===== config.mk =====
export PLATFORM = sky130hd
export DESIGN_NAME = mrsfc_frame_flat
export DESIGN_NICKNAME = d
export VERILOG_FILES = /design/src/rtl/core/mrsfc_pkg.sv /design/src/rtl/core/mrsfc_in_if.sv /design/src/rtl/core/mrsfc_frame.sv /design/src/flat_wrapper.sv
export SDC_FILE = /design/constraint.sdc
export NUM_CORES = 1
export LEC_CHECK = 0
export ABC_AREA = 1
export BUFFER_PORTS_ARGS = -buffer_cell sky130_fd_sc_hd__clkbuf_2
export CAP_MARGIN = 30
export CORE_MARGIN = 4
export CORE_UTILIZATION = 30
export DETAILED_ROUTE_END_ITERATION = 10
export PLACE_DENSITY_LB_ADDON = 0.15
export SLEW_MARGIN = 20
export SYNTH_ARGS = -nofsm -noshare
export SYNTH_HDL_FRONTEND = slang
export SYNTH_SLANG_ARGS = --single-unit

===== constraint.sdc =====
create_clock -name i_clk -period 7.2 [get_ports i_clk]
set_clock_uncertainty 0.1 [all_clocks]
set_input_delay 1.08 -clock i_clk [delete_from_list [all_inputs] [get_ports i_clk]]
set_output_delay 1.08 -clock i_clk [all_outputs]
set_load 0.05 [all_outputs]

===== src/rtl/core/mrsfc_pkg.sv =====
// Package for the Modbus RTU slave frame checker.
// Holds the verdict codes, config register indexes, the judgment struct and the CRC step.
// No dependencies.
package mrsfc_pkg;

    // CRC-16/Modbus constants
    localparam logic [15:0] CRC_INIT = 16'hFFFF;
    localparam logic [15:0] CRC_POLY = 16'hA001;

    // Frame and reply constants
    localparam logic [7:0] EXC_FLAG       = 8'h80;
    localparam logic [7:0] EXC_ILLEGAL    = 8'h01;
    localparam logic [7:0] BROADCAST_ADDR = 8'h00;
    localparam int         MIN_FRAME      = 4;
    localparam int         COUNT_W        = 3;
    localparam logic [COUNT_W-1:0] COUNT_MAX = '1;
    localparam logic [COUNT_W-1:0] MIN_POS   = COUNT_W'(MIN_FRAME - 1);
    localparam logic [COUNT_W-1:0] POS_ADDR  = COUNT_W'(0);
    localparam logic [COUNT_W-1:0] POS_FUNC  = COUNT_W'(1);
    localparam logic [COUNT_W-1:0] POS_CRC   = COUNT_W'(2);

    // Config port
    localparam int CFG_IDX_W  = 3;
    localparam int CFG_DATA_W = 64;
    localparam int MAP_WORDS  = 4;

    typedef enum logic [CFG_IDX_W-1:0] {
        CFG_SLAVE_ADDR = 3'd0,
        CFG_MAP_0      = 3'd1,
        CFG_MAP_1      = 3'd2,
        CFG_MAP_2      = 3'd3,
        CFG_MAP_3      = 3'd4
    } t_cfg_idx;

    // Result verdicts
    typedef enum logic [1:0] {
        VERDICT_IGNORE = 2'd0,
        VERDICT_PASS   = 2'd1,
        VERDICT_EXC    = 2'd2
    } t_verdict;

    // Frame judgment handed from the frame tracker to the reply sequencer
    typedef struct packed {
        logic       valid;
        t_verdict   verdict;
        logic [7:0] func;
        logic [7:0] addr;
    } t_judgment;

    // One byte of CRC-16/Modbus, reflected, LSB first
    function automatic logic [15:0] crc_byte(input logic [15:0] crc_in,
                                             input logic [7:0] data);
        logic [15:0] c;
        c = crc_in ^ {8'h00, data};
        for (int k = 0; k < 8; k++) begin
            c = c[0] ? ((c >> 1) ^ CRC_POLY) : (c >> 1);
        end
        return c;
    endfunction

endpackage


===== src/rtl/core/mrsfc_in_if.sv =====
// Input byte channel of the Modbus RTU slave frame checker.
// Carries one frame byte and its end-of-frame mark per beat. No dependencies.
interface mrsfc_in_if;
    logic       valid;
    logic       ready;
    logic [7:0] rx_byte;
    logic       last_byte;

    modport source(output valid, output rx_byte, output last_byte, input ready);
    modport sink(input valid, input rx_byte, input last_byte, output ready);
endinterface


===== src/rtl/core/mrsfc_frame.sv =====
// Frame tracker: config registers, per-frame state, running CRC and the end-of-frame judgment.
// Depends on mrsfc_pkg and mrsfc_in_if.
module mrsfc_frame (
    input  logic                                 i_clk,
    input  logic                                 i_rst_n,
    input  logic                                 i_cfg_we,
    input  logic [mrsfc_pkg::CFG_IDX_W-1:0]      i_cfg_idx,
    input  logic [mrsfc_pkg::CFG_DATA_W-1:0]     i_cfg_data,
    mrsfc_in_if.sink                             i_in,
    output mrsfc_pkg::t_judgment                 o_jud,
    input  logic                                 i_jud_ready
);
    import mrsfc_pkg::*;

    // Config registers
    logic [7:0]            r_slave_addr;
    logic [CFG_DATA_W-1:0] r_map [MAP_WORDS];

    // Frame state
    logic [COUNT_W-1:0] r_count, n_count;
    logic [7:0]         r_addr, n_addr;
    logic [7:0]         r_func, n_func;
    logic [7:0]         r_held [2];
    logic [7:0]         n_held [2];
    logic [15:0]        r_crc, n_crc;

    // Judgment slot
    t_judgment r_jud, n_jud;

    logic        accept;
    logic [15:0] crc_now;
    logic [7:0]  addr_now;
    logic [7:0]  func_now;
    logic        frame_ok;
    logic        code_hit;
    logic [CFG_DATA_W-1:0] map_word;

    assign i_in.ready = !r_jud.valid || i_jud_ready;
    assign accept     = i_in.valid && i_in.ready;
    assign o_jud      = r_jud;

    // Config writes; unknown indexes are dropped
    always_ff @(posedge i_clk) begin
        if (!i_rst_n) begin
            r_slave_addr <= 8'd1;
            for (int w = 0; w < MAP_WORDS; w++) begin
                r_map[w] <= '0;
            end
        end else if (i_cfg_we) begin
            case (i_cfg_idx)
                CFG_SLAVE_ADDR: r_slave_addr <= i_cfg_data[7:0];
                CFG_MAP_0:      r_map[0] <= i_cfg_data;
                CFG_MAP_1:      r_map[1] <= i_cfg_data;
                CFG_MAP_2:      r_map[2] <= i_cfg_data;
                CFG_MAP_3:      r_map[3] <= i_cfg_data;
                default: ;
            endcase
        end
    end

    // CRC covers the byte two places back, so the check bytes stay out of it
    always_comb begin
        crc_now  = (r_count >= POS_CRC) ? crc_byte(r_crc, r_held[1]) : r_crc;
        addr_now = (r_count == POS_ADDR) ? i_in.rx_byte : r_addr;
        func_now = (r_count == POS_FUNC) ? i_in.rx_byte : r_func;
        frame_ok = (r_count >= MIN_POS)
                && (addr_now != BROADCAST_ADDR)
                && (addr_now == r_slave_addr)
                && (r_held[0] == crc_now[7:0])
                && (i_in.rx_byte == crc_now[15:8]);
        map_word = r_map[func_now[7:6]];
        code_hit = map_word[func_now[5:0]];
    end

    // Next frame state and judgment slot
    always_comb begin
        n_count = r_count;
        n_addr  = r_addr;
        n_func  = r_func;
        n_held  = r_held;
        n_crc   = r_crc;
        n_jud   = r_jud;
        if (i_jud_ready) begin
            n_jud.valid = 1'b0;
        end
        if (accept) begin
            if (i_in.last_byte) begin
                // frame end: judge and return to the reset state
                n_count       = '0;
                n_addr        = '0;
                n_func        = '0;
                n_held[0]     = '0;
                n_held[1]     = '0;
                n_crc         = CRC_INIT;
                n_jud.valid   = 1'b1;
                n_jud.func    = func_now;
                n_jud.addr    = addr_now;
                if (!frame_ok) begin
                    n_jud.verdict = VERDICT_IGNORE;
                end else if (code_hit) begin
                    n_jud.verdict = VERDICT_PASS;
                end else begin
                    n_jud.verdict = VERDICT_EXC;
                end
            end else begin
                n_count   = (r_count == COUNT_MAX) ? r_count : r_count + 1'b1;
                n_addr    = addr_now;
                n_func    = func_now;
                n_held[1] = r_held[0];
                n_held[0] = i_in.rx_byte;
                n_crc     = crc_now;
            end
        end
    end

    // State registers
    always_ff @(posedge i_clk) begin
        if (!i_rst_n) begin
            r_count     <= '0;
            r_addr      <= '0;
            r_func      <= '0;
            r_held[0]   <= '0;
            r_held[1]   <= '0;
            r_crc       <= CRC_INIT;
        end else begin
            r_count     <= n_count;
            r_addr      <= n_addr;
            r_func      <= n_func;
            r_held      <= n_held;
            r_crc       <= n_crc;
        end
    end

    // Judgment slot; only the valid flag is reset
    always_ff @(posedge i_clk) begin
        if (!i_rst_n) begin
            r_jud.valid <= 1'b0;
        end else begin
            r_jud.valid <= n_jud.valid;
        end
        r_jud.verdict <= n_jud.verdict;
        r_jud.func    <= n_jud.func;
        r_jud.addr    <= n_jud.addr;
    end

endmodule


===== src/flat_wrapper.sv =====
// flat-port wrapper written by rule: the top's interface ports become plain ports
module mrsfc_frame_flat import mrsfc_pkg::*;
  (i_clk, i_rst_n, i_cfg_we, i_cfg_idx, i_cfg_data, o_jud, i_jud_ready, i_in_valid, i_in_rx_byte, i_in_last_byte, i_in_ready);
  mrsfc_in_if i_in_i ();
  input  logic i_clk;
  input  logic i_rst_n;
  input  logic i_cfg_we;
  input  logic [mrsfc_pkg::CFG_IDX_W-1:0] i_cfg_idx;
  input  logic [mrsfc_pkg::CFG_DATA_W-1:0] i_cfg_data;
  output mrsfc_pkg::t_judgment o_jud;
  input  logic i_jud_ready;
  input wire logic [$bits(i_in_i.valid)-1:0] i_in_valid;
  input wire logic [$bits(i_in_i.rx_byte)-1:0] i_in_rx_byte;
  input wire logic [$bits(i_in_i.last_byte)-1:0] i_in_last_byte;
  output wire logic [$bits(i_in_i.ready)-1:0] i_in_ready;
  assign i_in_i.valid = i_in_valid;
  assign i_in_i.rx_byte = i_in_rx_byte;
  assign i_in_i.last_byte = i_in_last_byte;
  assign i_in_ready = i_in_i.ready;
  mrsfc_frame u_core (.i_clk(i_clk), .i_rst_n(i_rst_n), .i_cfg_we(i_cfg_we), .i_cfg_idx(i_cfg_idx), .i_cfg_data(i_cfg_data), .i_in(i_in_i), .o_jud(o_jud), .i_jud_ready(i_jud_ready));
endmodule

# == After elaboration in Yosys (flattened, before gate mapping) ==
# Memory sizes are Yosys's and may differ from the RTL's.
# Index checks and enable logic that the tools add are counted.
# word_totals
reg_bits,78
ramBits,256
output_inout_bits,20
memories,1
# memory_table
name,words,width,read_ports,rd_ports_with_merged_regs,wr,line,text
u_core.r_map,4,64,1,0,4,mrsfc_frame.sv:17,logic [CFG_DATA_W-1:0] r_map [MAP_WORDS];
# classes
add_sub_neg,1
order_cmp,3
n_eq_ne,10
mux,45
bitwise_logic,13
reduce_logical,13
# op_table
cell,count
$mux W64,4
$mux W16,11
$mux W19,2
$mux W8,4
$eq A8 B8 Y1,3
$not A2 Y3,8
$mux W1,19
$xor A16 B8 Y16,1
$reduce_bool A8 Y1,1
$lt A6 B7 Y1 const B,1
$bmux W1 S6,1
$eq A3 B1 Y1 const B,2
$eq A3 B2 Y1 const B,2
$eq A3 B3 Y1 const B,2
$ge A3 B2 Y1 const B,2
$logic_not A3 Y1,2
$mux W3,2
$reduce_and A2 Y1,3
$logic_and A1 B1 Y1,5
$mux W2,2
$or A1 B1 Y1,4
$add A3 B1 Y3 const B,1
$ne A2 B2 Y1 const B,1
$logic_not A1 Y1,1
$logic_or A1 B1 Y1,1

# == Longest topological paths before layout ==
# Gate-level depths: netlist of run 1.
# logic_depth
depth_word,24
depth_mapped,20
depth_no_buf,20

# == Worst setup path after synthesis of run 1 ==
# Ideal clock, no wire load.
# synth_timing
path_type,input to register
startpoint,in i_cfg_we
endpoint,"mem u_core.r_map[1][0], enable pin"
setup_ns,0.582
t_arrival_ns,6.138
required_time_ns,6.518
slack_ns,0.380
stages,4
path_cell_list,inv_1 -> nor2_1 -> inv_1 -> o31ai_1
# synth_rtl
element,line,text
start: declaration,flat_wrapper.sv:7,input logic i_cfg_we;
end: declaration,mrsfc_frame.sv:17,

# == Final worst setup path of run 1 ==
# layout_timing
startpoint,reg u_core.r_count[1]
endpoint,"reg u_core.r_jud, in the netlist u_core.o_jud[16] (data pin)"
# layout_via
elab_chain_len,7
# layout_lines
element,line,text
start: declaration,mrsfc_frame.sv:20,"logic [COUNT_W-1:0] r_count, n_count;"
start signal: assignment,mrsfc_frame.sv:126,r_count <= n_count;
"parallel branches: the longest is 7 deep, another holds $mem_v2 Z4 W64",-,
end: declaration,mrsfc_frame.sv:28,"t_judgment r_jud, n_jud;"
# Parallel ways; which one is timed is not known. The select of a mux whose other input is x is not followed.
# A chain may end at the register's enable or synchronous reset.

==> reports/metrics.cfg, run 1 <==
[run_status]
status = finished, final reports clean

[synth]
syn-mean-instance-area_sq_um = 8.322
yosysTopAreaCellShare = 0.5014
synth_seq_cells = 334
netlist_top_cells_area = edfxtp_1 (50%), nand2_1 (12%), nand3_1 (7.9%)
synthesis.nets = 2059
synth.largest_area_cell = edfxtp_1
yosysSeqAreaShare = 0.5746
yosysWarningCount = 0
synth_area_sq_um = 16410
synth.distinct_cells = 29
syn_inst = 1972

[routing]
drt_pass1_iterations = 4
num_vias = 12930
routed_via_density = 4.662
drcViolationCount = 0
wl_per_cell_um = 17.79
drt_iter0_drc = 779
wl_um = 49340
ant_nets = 0

[grt]
antenna_found_initial = 0
grt_use_total = 0.1665
grt_start_max_net_pins = 67
grt_pass1_vias = 12800
grt_pass1_wl_um = 76470
grt_overflow = 0

[pwr]
power_mw = 4.695
peakVddDrop_uv = 131.8
leakagePower_nw = 8.430
p_per_area_nw_per_um2 = 249.1

[timing]
max_slew.worst_pin.slew_ns = 1.020
period_share = 0.5276
setup_viol = 0
setup_tns_ns = 0
rsz0062_at_grt = no
drv_slew = 0
maxSlewHeadroom = 0.3197
timing.final.crit_period_ns = 3.799
whs_ns = 0.3625
timing.final.hold_violations = 0
max_freq_mhz = 263.2

[finish]
area_delta_synth_final_pct = 14.84
seqCellArea_sq_um = 9429
multi_input_area_sq_um = 5424
diodes = 0
drive_above_1_share = 0.09962
layout_common_cells = nand2_1 (534), inv_1 (311), nor2_1 (278), edfxtp_1 (274), nand3_1 (260)
final_common_cell = nand2_1
final_nets = 2138
num-fill-cells = 5643
fin_area_sq_um = 18850

[critical_path]
worst_ep_required_time_ns = 7.41
cp.arrival_ns = 4.01
crit_type = register to register
critPathMaxFanout = 62
end_kind = register
reg2reg_depth = 17
start_kind = register

[cts]
cts_root_buf = clkbuf_16
clk_pin_slew_ns = 0.06
cts_setup_buffers = 0
clockBufferDepth = 3
htreeDepth = 2
cts_resized = 0
clock_latency_ns = 0.56
cts_made_buffers = 40
clkSinkCount = 334
ctsHoldBuffers = 0
tritoncts = yes

[die]
fp-row-count = 85
die_w_um = 241.9
num_io_pins = 101
fp.dieArea_sq_um = 58510
die_y_um = 241.9
start_util = 0.3038
core_sq_um = 54030

[placement]
dpl.hpwl_um = 28880
place.gp.congestion = 0.8339
numPortBuffers = 100
dpl_cell_area_sq_um = 17620

[worst_hold_path]
hold_class = register to register
hold_path_depth = 2

[run]
maxCapViolCount = 0

[metrics by stage]
| step | std cells | setup WS [ns] | util |
|---|---|---|---|
| 4_1_cts | 2771 | 3.319 | 0.3478 |
| 3_5_place_dp | 2702 | 3.023 | 0.3262 |
| 2_1_floorplan | 1972 | 0.3797 | - |
| 5_1_grt | 2774 | 3.033 | 0.3488 |
| 3_3_place_gp | 2701 | 2.801 | 0.3257 |
| 6_report | 2774 | 3.401 | 0.3488 |
[flip-flops by register name, summed over array words and instances, names as in the netlist]
signal	cells
u_core.r_slave_addr	8
u_core.r_count	3
u_core.r_map	256
u_core.o_jud	19
u_core.r_crc	16
u_core.r_addr	8
u_core.r_held	16
u_core.r_func	8
[worst max-delay path: stages (launching register included)]
cell and delay, ns:
dfxtp_1 0.44, inv_1 0.11, ha_1 0.28, nand2_4 0.26, nand2_2 0.12, nand2_4 0.59, buf_4 0.55, nand2_1 0.09
nand3_1 0.09, nand3_1 0.09, nand3_1 0.12, nand3_1 0.13, nand3_1 0.12, nand3_1 0.10, nand3_1 0.15, nand2_1 0.09
nand2_1 0.06, inv_1 0.04
[worst paths after layout]
| kind | startpoint | end | slack [ns] |
|---|---|---|---|
| setup / recovery | u_core.r_count[1]$_SDFFE_PN0P_ | u_core.o_jud[16]$_SDFFCE_PN0P_ | 3.40 |
| hold / removal | u_core.r_func[3]$_SDFFE_PN0P_ | u_core.r_func[3]$_SDFFE_PN0P_ | 0.36 |
| setup reg to reg | u_core.r_count[1]$_SDFFE_PN0P_ | u_core.o_jud[16]$_SDFFCE_PN0P_ | 3.40 |
| hold reg to reg | u_core.r_func[3]$_SDFFE_PN0P_ | u_core.r_func[3]$_SDFFE_PN0P_ | 0.36 |
[routing by layer]
metal	track usage	part of all wire	up-vias	wire (um)
met5	0	0	-	0
met4	0.04542	0.020	0	994
met3	0.02603	0.043	70	2104
met2	0.2856	0.48	239	23750
met1	0.2194	0.46	6207	22490
li1	-	-	6417	-
[power by group]
| part | switching [mW] | internal (mW) |
|---|---|---|
| clock network | 0.807 | 1.06 |
| registers | 0.0380 | 2.21 |
| logic | 0.418 | 0.162 |
[Yosys cell counts]
cell type  instances
nand2_4            3
edfxtp_1         274
ha_1               6
o211ai_1          12
nand3_2            1
nand2_2            2
nand3b_1          11
nand2_1          536
xor2_1             5
nor2_4             1
dfxtp_1           60
o21ai_0           35
buf_6              6
buf_1              1
clkinv_1           2
nand3_1          260
o21ai_1            2
o31ai_1            3
or2_2              5
buf_2             28
xnor2_1            5
o21ai_2            4
clkbuf_1          49
inv_2              4
nor2_1           280
inv_1            311
buf_4              7
a21oi_1           53
nand4_1            6
[layout make-up]
type | instances | area share
multi-input cells | 1230 | 0.2878
inverters | 317 | 0.06313
well taps | 696 | 0.04621
clock inverters | 16 | 0.004182
flip-flops and latches | 334 | 0.5003
clock buffers | 53 | 0.05789
repair buffers | 128 | 0.04050
[cells by family (layout without fill, tap and decap cells)]
logic type | count (synthesis) | count (layout) | share of synthesized area
compound gates | 109 | 109 | 0.03644
xor+xnor | 10 | 10 | 0.005337
fa+ha+maj | 6 | 6 | 0.004574
buf+inv | 408 | 514 | 0.09980
flops | 334 | 334 | 0.5746
simple gates | 1105 | 1105 | 0.2793
Power figures use the tool's default switching activity.
==> run 2: changes to the inputs <==
--- a/config.mk
+++ b/config.mk
@@ -5,7 +5,7 @@
 export SDC_FILE = /design/constraint.sdc
 export NUM_CORES = 1
 export LEC_CHECK = 0
-export ABC_AREA = 1
+export ABC_AREA = 0
 export BUFFER_PORTS_ARGS = -buffer_cell sky130_fd_sc_hd__clkbuf_2
 export CAP_MARGIN = 30
 export CORE_MARGIN = 4
==> constraint.sdc (replaced) <==
create_clock -name i_clk -period 3.2 [get_ports i_clk]
set_clock_uncertainty 0.1 [all_clocks]
set_input_delay 0.48 -clock i_clk [delete_from_list [all_inputs] [get_ports i_clk]]
set_output_delay 0.48 -clock i_clk [all_outputs]
set_load 0.05 [all_outputs]
==> run 2 against run 1 <==
Against the previous run: synthesized cell count fell by 36%; via count shrank 19%; worst hold slack lost 0.25 ns; sequential cell count stayed put; clock-buffer cell count shrank 4; synthesized area is 4.4% lower.
==> reports/metrics.cfg, run 2 <==
[synth]
yosysWarningCount = 0  ; unchanged
synth_commonest_cells = edfxtp_1 (274), and2_1 (256), nand2_1 (100)
yosysTopAreaCellShare = 0.5244  ; +0.02303
yosysSeqAreaShare = 0.6010  ; +0.02639
synth_seq_cells = 334  ; unchanged
synth_edf_count = 274  ; unchanged
synth.largest_area_cell = edfxtp_1
synthesis.nets = 1342  ; -35%
syn-mean-instance-area_sq_um = 12.50  ; +50%
netlist_top_cells_area = edfxtp_1 (52%), and2_1 (10%), dfxtp_1 (7.7%)
synth.distinct_cells = 63  ; +120%
ys.flop_type = edfxtp_1
synth_area_sq_um = 15690  ; -4.4%
syn_inst = 1255  ; -36%
async_reset_ff_frac = 0  ; unchanged
yosysMostFrequentCell = edfxtp_1

[die]
start_util = 0.3046  ; +0.0008538
fp.dieArea_sq_um = 56020  ; -4.2%
core_sq_um = 51510  ; -4.7%
num_io_pins = 101  ; unchanged
die_y_um = 236.7  ; -2.1%
fp-row-count = 83  ; -2.4%
die_w_um = 236.7  ; -2.1%

[timing]
rsz0062_at_grt = yes
period_share = 0.9638  ; +0.4361
worst_slack_ns = 0.1159  ; -3.285 ns
max_freq_mhz = 324.2  ; +23%
timing.final.crit_period_ns = 3.084  ; -0.7149 ns
setup_tns_ns = 0  ; unchanged
setup_viol = 0  ; unchanged
drv_slew = 0  ; unchanged
timing.final.hold_violations = 0  ; unchanged
max_slew.worst_pin.slew_ns = 0.7699  ; -0.2506 ns
maxSlewHeadroom = 0.4828  ; +0.1631

[finish]
drive_above_1_share = 0.2293  ; +0.1297
finalNonFillerCells = 2132  ; -23%
layout_common_cells = edfxtp_1 (274), and2_1 (256), clkbuf_2 (100), nand2_1 (99), buf_4 (81)
largest_register_ffs = 256  ; unchanged
final_nets = 1508  ; -29%
fin_area_sq_um = 19130  ; +1.5%
final_common_cell = edfxtp_1
diodes = 0  ; unchanged
num-fill-cells = 5027  ; -11%
area_delta_synth_final_pct = 21.95
regMostFlops = u_core.r_map

[cts]
htreeDepth = 2  ; unchanged
clk_pin_slew_ns = 0.06  ; about the same
cts_made_buffers = 40  ; unchanged
cts_root_buf = clkbuf_16
tritoncts = yes
clock_latency_ns = 0.56  ; about the same
clockBufferDepth = 3  ; unchanged
ctsHoldBuffers = 0  ; unchanged
clkSinkCount = 334  ; unchanged

[routing]
drt_iter0_drc = 822  ; +5.5%
wl_um = 46650  ; -5.4%
ant_nets = 0  ; unchanged
wl_per_cell_um = 21.88  ; +23%
routed_via_density = 4.913  ; +5.4%
drt_pass1_iterations = 5  ; +1
num_vias = 10470  ; -19%
drcViolationCount = 0  ; unchanged

[critical_path]
cpLargestDelayFamily = simple AND/OR/NAND/NOR gates
worst_ep_required_time_ns = 3.51  ; -3.90 ns
rr_startpoint = u_core.r_count[0]$_SDFFE_PN0P_
cp.arrival_ns = 3.39  ; -0.62 ns
reg2reg_depth = 12  ; -5
critPathMaxFanout = 4  ; -94%
worstPathCellList = inv_1, ha_1, nor2b_4, buf_4, mux2_2, xnor2_1, nand4_1, or4_4, nor4_2, nand4_1, buf_4, nor3_1
crit_buf_inv = 3  ; unchanged
cpPeakStageDelay_ns = 0.55  ; -0.04 ns
crit_type = register to register
end_kind = register
regToRegSetupSlack_ns = 0.12  ; -3.29 ns
cp_slowest_cell = or4_4
start_kind = register
reg2reg_to = u_core.o_jud[17]$_SDFFCE_PN0P_

[grt]
antenna_found_initial = 3  ; +3
grt_start_max_net_pins = 65  ; -3.0%
grt_pass1_vias = 10910  ; -15%
grt_overflow = 0  ; unchanged
grt_use_total = 0.1641  ; -0.002328
grt_pass1_wl_um = 70430  ; -7.9%

[pwr]
power_mw = 10.46  ; +120%
p_per_area_nw_per_um2 = 546.5  ; +120%
peakVddDrop_uv = 345.2  ; +160%
leakagePower_nw = 7.134  ; -15%

[placement]
numPortBuffers = 100  ; unchanged
dpl.hpwl_um = 30250  ; +4.7%
place.gp.congestion = 0.7816  ; -6.3%
placed_cells = 2053  ; -24%
place_ws_ns = -0.2803  ; -3.303 ns
dpl_cell_area_sq_um = 17730  ; +0.59%

[worst_hold_path]
hold_path_depth = 3  ; +1
hold_class = input pin to register
min_to = u_core.r_slave_addr[1]$_SDFFE_PN0P_
holdCritStartpoint = i_cfg_data[1]

[run_status]
status = finished, final reports clean

[run]
maxCapViolCount = 0  ; unchanged

==> run 2: changes by cell type after synthesis, sizes merged, moves of 29 or more <==
cell,change
nor2,-221
mux2i,+53
and2,+257
o21ai,-29
nand2,-441
mux4,+32
inv,-293
nand3,-238
==> run 2: what timing repair did <==
| item | 4_1_cts | 5_1_grt |
|---|---|---|
| endpoints found under the setup margin | 2 | 2 |
| pin swaps | 1 | 4 |
| setup buffers | 1 | 5 |
| gates resized for setup | 5 | 14 |
| endpoints found under the hold margin | 0 | 0 |
| cloned | 0 | 1 |
==> run 2: cells by family after synthesis <==
kind of cell / share of synthesized area
compound gates: 0.07385
mux: 0.08836
fa+ha+maj: 0.004785
flops: 0.6010
xor+xnor: 0.02632
buf+inv: 0.02863
simple gates: 0.1771
==> run 2: where the power goes <==
| part | total (mW) | internal (mW) | switching, mW |
|---|---|---|---|
| combinational | 1.01 | 0.407 | 0.603 |
| sequential | 5.05 | 4.96 | 0.0937 |
| clock | 4.40 | 2.51 | 1.88 |
| total | 10.5 | 7.88 | 2.58 |
==> run 2: cell type report <==
| cell class | count | area [sq um] | share of cell area |
|---|---|---|---|
| inverter | 22 | 85.08 | 0.004446 |
| timing repair buffer | 203 | 1536 | 0.08030 |
| clock buffer | 49 | 1045 | 0.05460 |
| clock inverter | 24 | 212.7 | 0.01112 |
| multi-input combinational | 820 | 5973 | 0.3122 |
| sequential | 334 | 9432 | 0.4929 |
| tap | 680 | 850.8 | 0.04446 |
==> run 2: how the worst max path moves through the flow <==
stage                                   startpoint                          endpoint  slack (ns)  cells after the start
global route        u_core.r_count[0]$_SDFFE_PN0P_    u_core.o_jud[17]$_SDFFCE_PN0P_       -0.01                     12
finish              u_core.r_count[0]$_SDFFE_PN0P_    u_core.o_jud[17]$_SDFFCE_PN0P_        0.12                     12
CTS                 u_core.r_count[1]$_SDFFE_PN0P_    u_core.o_jud[16]$_SDFFCE_PN0P_        0.02                     13
global placement    u_core.r_count[0]$_SDFFE_PN0P_    u_core.o_jud[16]$_SDFFCE_PN0P_       -0.26                     11
floorplan                             i_cfg_idx[1]  u_core.r_map[0][0]$_SDFFCE_PN0P_       -0.91                      2
detailed placement  u_core.r_count[0]$_SDFFE_PN0P_    u_core.o_jud[17]$_SDFFCE_PN0P_       -0.28                     11
==> run 2: worst register-to-register path, cell delays in order (launching register included) <==
cell and delay, ns:
dfxtp_2 0.34, inv_1 0.08, ha_1 0.16, nor2b_4 0.19, buf_4 0.15, mux2_2 0.35, xnor2_1 0.15, nand4_1 0.11
or4_4 0.55, nor4_2 0.29, nand4_1 0.10, buf_4 0.18, nor3_1 0.20
==> run 2: layer usage <==
metal / share of wire / vias up / GRT usage / routed length, um
met3: 0.041 / 78 / 0.02586 / 1917
met4: 0.026 / 2 / 0.05272 / 1207
li1: - / 4907 / - / -
met2: 0.47 / 243 / 0.2663 / 21880
met1: 0.46 / 5244 / 0.2264 / 21630
met5: 0.00028 / - / 0 / 13
==> run 2: metrics by stage <==
stage | hold slack (ns) | utilization
final | 0.1082 | 0.3715
after global routing | 0.1150 | 0.3715
after CTS | 0.07608 | 0.3690
after detailed placement | 0.3741 | 0.3441
after global placement | 0.3731 | 0.3441
after floorplan | 0.3481 | -
==> run 3: changes to the inputs <==
--- a/config.mk
+++ b/config.mk
@@ -5,13 +5,14 @@
 export SDC_FILE = /design/constraint.sdc
 export NUM_CORES = 1
 export LEC_CHECK = 0
-export ABC_AREA = 0
+export ABC_AREA = 1
 export BUFFER_PORTS_ARGS = -buffer_cell sky130_fd_sc_hd__clkbuf_2
 export CAP_MARGIN = 30
 export CORE_MARGIN = 4
 export CORE_UTILIZATION = 30
 export DETAILED_ROUTE_END_ITERATION = 10
 export PLACE_DENSITY_LB_ADDON = 0.15
+export SKIP_LAST_GASP = 1
 export SLEW_MARGIN = 20
 export SYNTH_ARGS = -nofsm -noshare
 export SYNTH_HDL_FRONTEND = slang
==> run 3 against run 2 <==
Against the previous run: core utilization shrank 1.2 points; cell area grew 1.4%; cell count grew 31%; maximum frequency grew 6.4%; wire length grew 7.3%; via count grew 25%; largest power group unchanged.
==> reports/metrics.cfg, run 3 (synthesis results as in run 1) <==
[finish]
regMostFlops = u_core.r_map
area_delta_synth_final_pct = 18.24
largest_register_ffs = 256  ; unchanged
diodes = 0  ; unchanged
layout_common_cells = nand2_1 (533), inv_1 (311), nor2_1 (278), edfxtp_1 (274), nand3_1 (260)
final_common_cell = nand2_1
drive_above_1_share = 0.1144  ; -0.1150
fin_area_sq_um = 19400  ; +1.4%
final_nets = 2163  ; +43%
num-fill-cells = 5602  ; +11%

[routing]
wl_per_cell_um = 17.86  ; -18%
routed_via_density = 4.663  ; -5.1%
num_vias = 13070  ; +25%
drt_iter0_drc = 935  ; +14%
met3_length_um = 2472  ; +29%
top_layer = met4
drcViolationCount = 0  ; unchanged
wl_met1_um = 22870  ; +5.7%
drt_pass1_iterations = 5  ; unchanged
wl_um = 50060  ; +7.3%
ant_nets = 0  ; unchanged
dr_wl_met2_um = 23820  ; +8.9%

[critical_path]
crit_type = register to register
worst_ep_required_time_ns = 3.41  ; -0.10 ns
cpMostUsedCell = nand3_1
cpLargestDelayFamily = simple AND/OR/NAND/NOR gates
crit_buf_inv = 3  ; unchanged
worstPathCellList = inv_1, ha_1, nand2_4, nand2_4, nand2_8, clkbuf_16, o211ai_1, nand3_1, nand3_1, nand3_1, nand3_1, nand3_1, nand3_1, nand2_1, nand2_1, inv_1
end_kind = register
regToRegSetupSlack_ns = 0.30  ; +0.19 ns
cp.depth = 16  ; +4
cp.arrival_ns = 3.10  ; -0.29 ns
start_kind = register
critPathMaxFanout = 35  ; +31
cpPeakStageDelay_ns = 0.31  ; -0.24 ns
rr_startpoint = u_core.r_count[1]$_SDFFE_PN0P_
cp_slowest_cell = dfxtp_1
reg2reg_to = u_core.o_jud[16]$_SDFFCE_PN0P_
reg2reg_depth = 16  ; +4

[grt]
grt_overflow = 0  ; unchanged
grt_start_max_net_pins = 76  ; +17%
grt_use_total = 0.1670  ; +0.002891
antenna_found_initial = 0  ; -3
grt_pass1_wl_um = 76950  ; +9.3%
grt_pass1_vias = 12820  ; +18%

[cts]
clock_latency_ns = 0.56  ; about the same
clkSinkCount = 334  ; unchanged
cts_root_buf = clkbuf_16
cts_made_buffers = 40  ; unchanged
htreeDepth = 2  ; unchanged
ctsHoldBuffers = 0  ; unchanged
clk_pin_slew_ns = 0.06  ; about the same
clockBufferDepth = 3  ; unchanged
tritoncts = yes

[pwr]
leakagePower_nw = 8.707  ; +22%
power_switching_mw = 2.906  ; +13%
combPwrFrac = 0.129  ; +0.032
p_per_area_nw_per_um2 = 563.2  ; +3.1%
switching_share = 0.2659  ; +0.01915
peakVddDrop_uv = 324.1  ; -6.1%
power_frac_seq = 0.462  ; -0.021
p_int_mw = 8.023  ; +1.9%
clock_power_share = 0.409  ; -0.011

[die]
fp.dieArea_sq_um = 58510  ; +4.4%
core_sq_um = 54030  ; +4.9%
fp-row-count = 85  ; +2.4%
start_util = 0.3038  ; -0.0008538
num_io_pins = 101  ; unchanged
die_w_um = 241.9  ; +2.2%
die_y_um = 241.9  ; +2.2%

[timing]
max_slew.worst_pin.slew_ns = 0.6480  ; -0.1219 ns
period_share = 0.9055  ; -0.05831
timing.final.hold_violations = 0  ; unchanged
maxSlewHeadroom = 0.5680  ; +0.08519
timing.final.crit_period_ns = 2.897  ; -0.1866 ns
setup_viol = 0  ; unchanged
worst_slack_ns = 0.3025  ; +0.1866 ns
whs_ns = 0.1172  ; +0.008991 ns
drv_slew = 0  ; unchanged
rsz0062_at_grt = no
max_freq_mhz = 345.1  ; +6.4%

[worst_hold_path]
hold_class = input pin to register
holdCritStartpoint = i_rst_n
hold_path_depth = 3  ; unchanged
min_to = u_core.o_jud[18]$_SDFF_PN0_

[run_status]
status = finished, final reports clean

[run]
maxCapViolCount = 0  ; unchanged

[placement]
dpl_cell_area_sq_um = 18010  ; +1.6%
place_ws_ns = 0.2221  ; +0.5024 ns
place.gp.congestion = 0.8299  ; +6.2%
numPortBuffers = 100  ; unchanged
dpl.hpwl_um = 29420  ; -2.7%

## run 3: cell types whose count changed in the layout (fill, tap and decap cells not counted), moves of 22 or more
cell and delta:
buf_4 -50, inv_1 +292, mux2i_1 -53, and2_1 -256
mux4_2 -32, xnor2_1 -22, nor2_1 +222, nand3_1 +237
nand2_1 +434, o21ai_0 +27
## run 3: cell type report
class / count / area, sq um / share of cell area
sequential: 334 / 9429 / 0.4859
tap: 696 / 870.8 / 0.04488
clock buffer: 52 / 1076 / 0.05546
clock inverter: 21 / 198.9 / 0.01025
inverter: 317 / 1190 / 0.06132
multi-input combinational: 1230 / 5440 / 0.2804
timing repair buffer: 153 / 1199 / 0.06177
## run 3: metal layers
metal | global-route usage | up-vias
li1 | - | 6471
met1 | 0.2262 | 6249
met2 | 0.2802 | 289
met3 | 0.02814 | 60
met4 | 0.04081 | 0
met5 | 0 | -
## run 3: metrics by stage
stage               TNS (ns)  power, mW    util  instances
global placement           0      6.536  0.3333       2723
finish                     0      10.93  0.3591       2803
CTS                        0      11.07  0.3569       2796
floorplan            -199.16      6.004       -       1972
detailed placement         0      6.542  0.3333       2723
global route               0      11.45  0.3591       2803
## run 3: worst max path at each step
| stage | startpoint | to | slack [ns] |
|---|---|---|---|
| floorplan | i_cfg_we | u_core.r_map[1][0]$_SDFFCE_PN0P_ | -1.04 |
| global placement | u_core.r_count[0]$_SDFFE_PN0P_ | u_core.o_jud[16]$_SDFFCE_PN0P_ | 0.15 |
| global route | u_core.r_count[1]$_SDFFE_PN0P_ | u_core.o_jud[16]$_SDFFCE_PN0P_ | 0.004 |
| detailed placement | u_core.r_count[0]$_SDFFE_PN0P_ | u_core.o_jud[16]$_SDFFCE_PN0P_ | 0.22 |
| finish | u_core.r_count[1]$_SDFFE_PN0P_ | u_core.o_jud[16]$_SDFFCE_PN0P_ | 0.30 |
| CTS | u_core.r_count[0]$_SDFFE_PN0P_ | u_core.o_jud[16]$_SDFFCE_PN0P_ | 0.18 |
## run 3: timing repair
action,CTS,global route
buffers inserted,0,5
setup endpoints to repair,0,2
gates resized for setup,0,5
## run 3: power groups by stage
stage | registers, mW | logic, mW | clock network, mW
6_report | 5.05 | 1.41 | 4.47
5_1_grt | 5.08 | 1.58 | 4.79
4_1_cts | 5.05 | 1.40 | 4.61
3_5_place_dp | 5.15 | 1.40 | 0
3_3_place_gp | 5.14 | 1.39 | 0
2_1_floorplan | 5.18 | 0.826 | 0
## run 3: worst register-to-register path: stages (launching register included)
cell and delay [ns]:
dfxtp_1 0.31, inv_1 0.09, ha_1 0.25, nand2_4 0.16
nand2_4 0.19, nand2_8 0.13, clkbuf_16 0.25, o211ai_1 0.18
nand3_1 0.11, nand3_1 0.10, nand3_1 0.21, nand3_1 0.21
nand3_1 0.09, nand3_1 0.08, nand2_1 0.08, nand2_1 0.07
inv_1 0.03
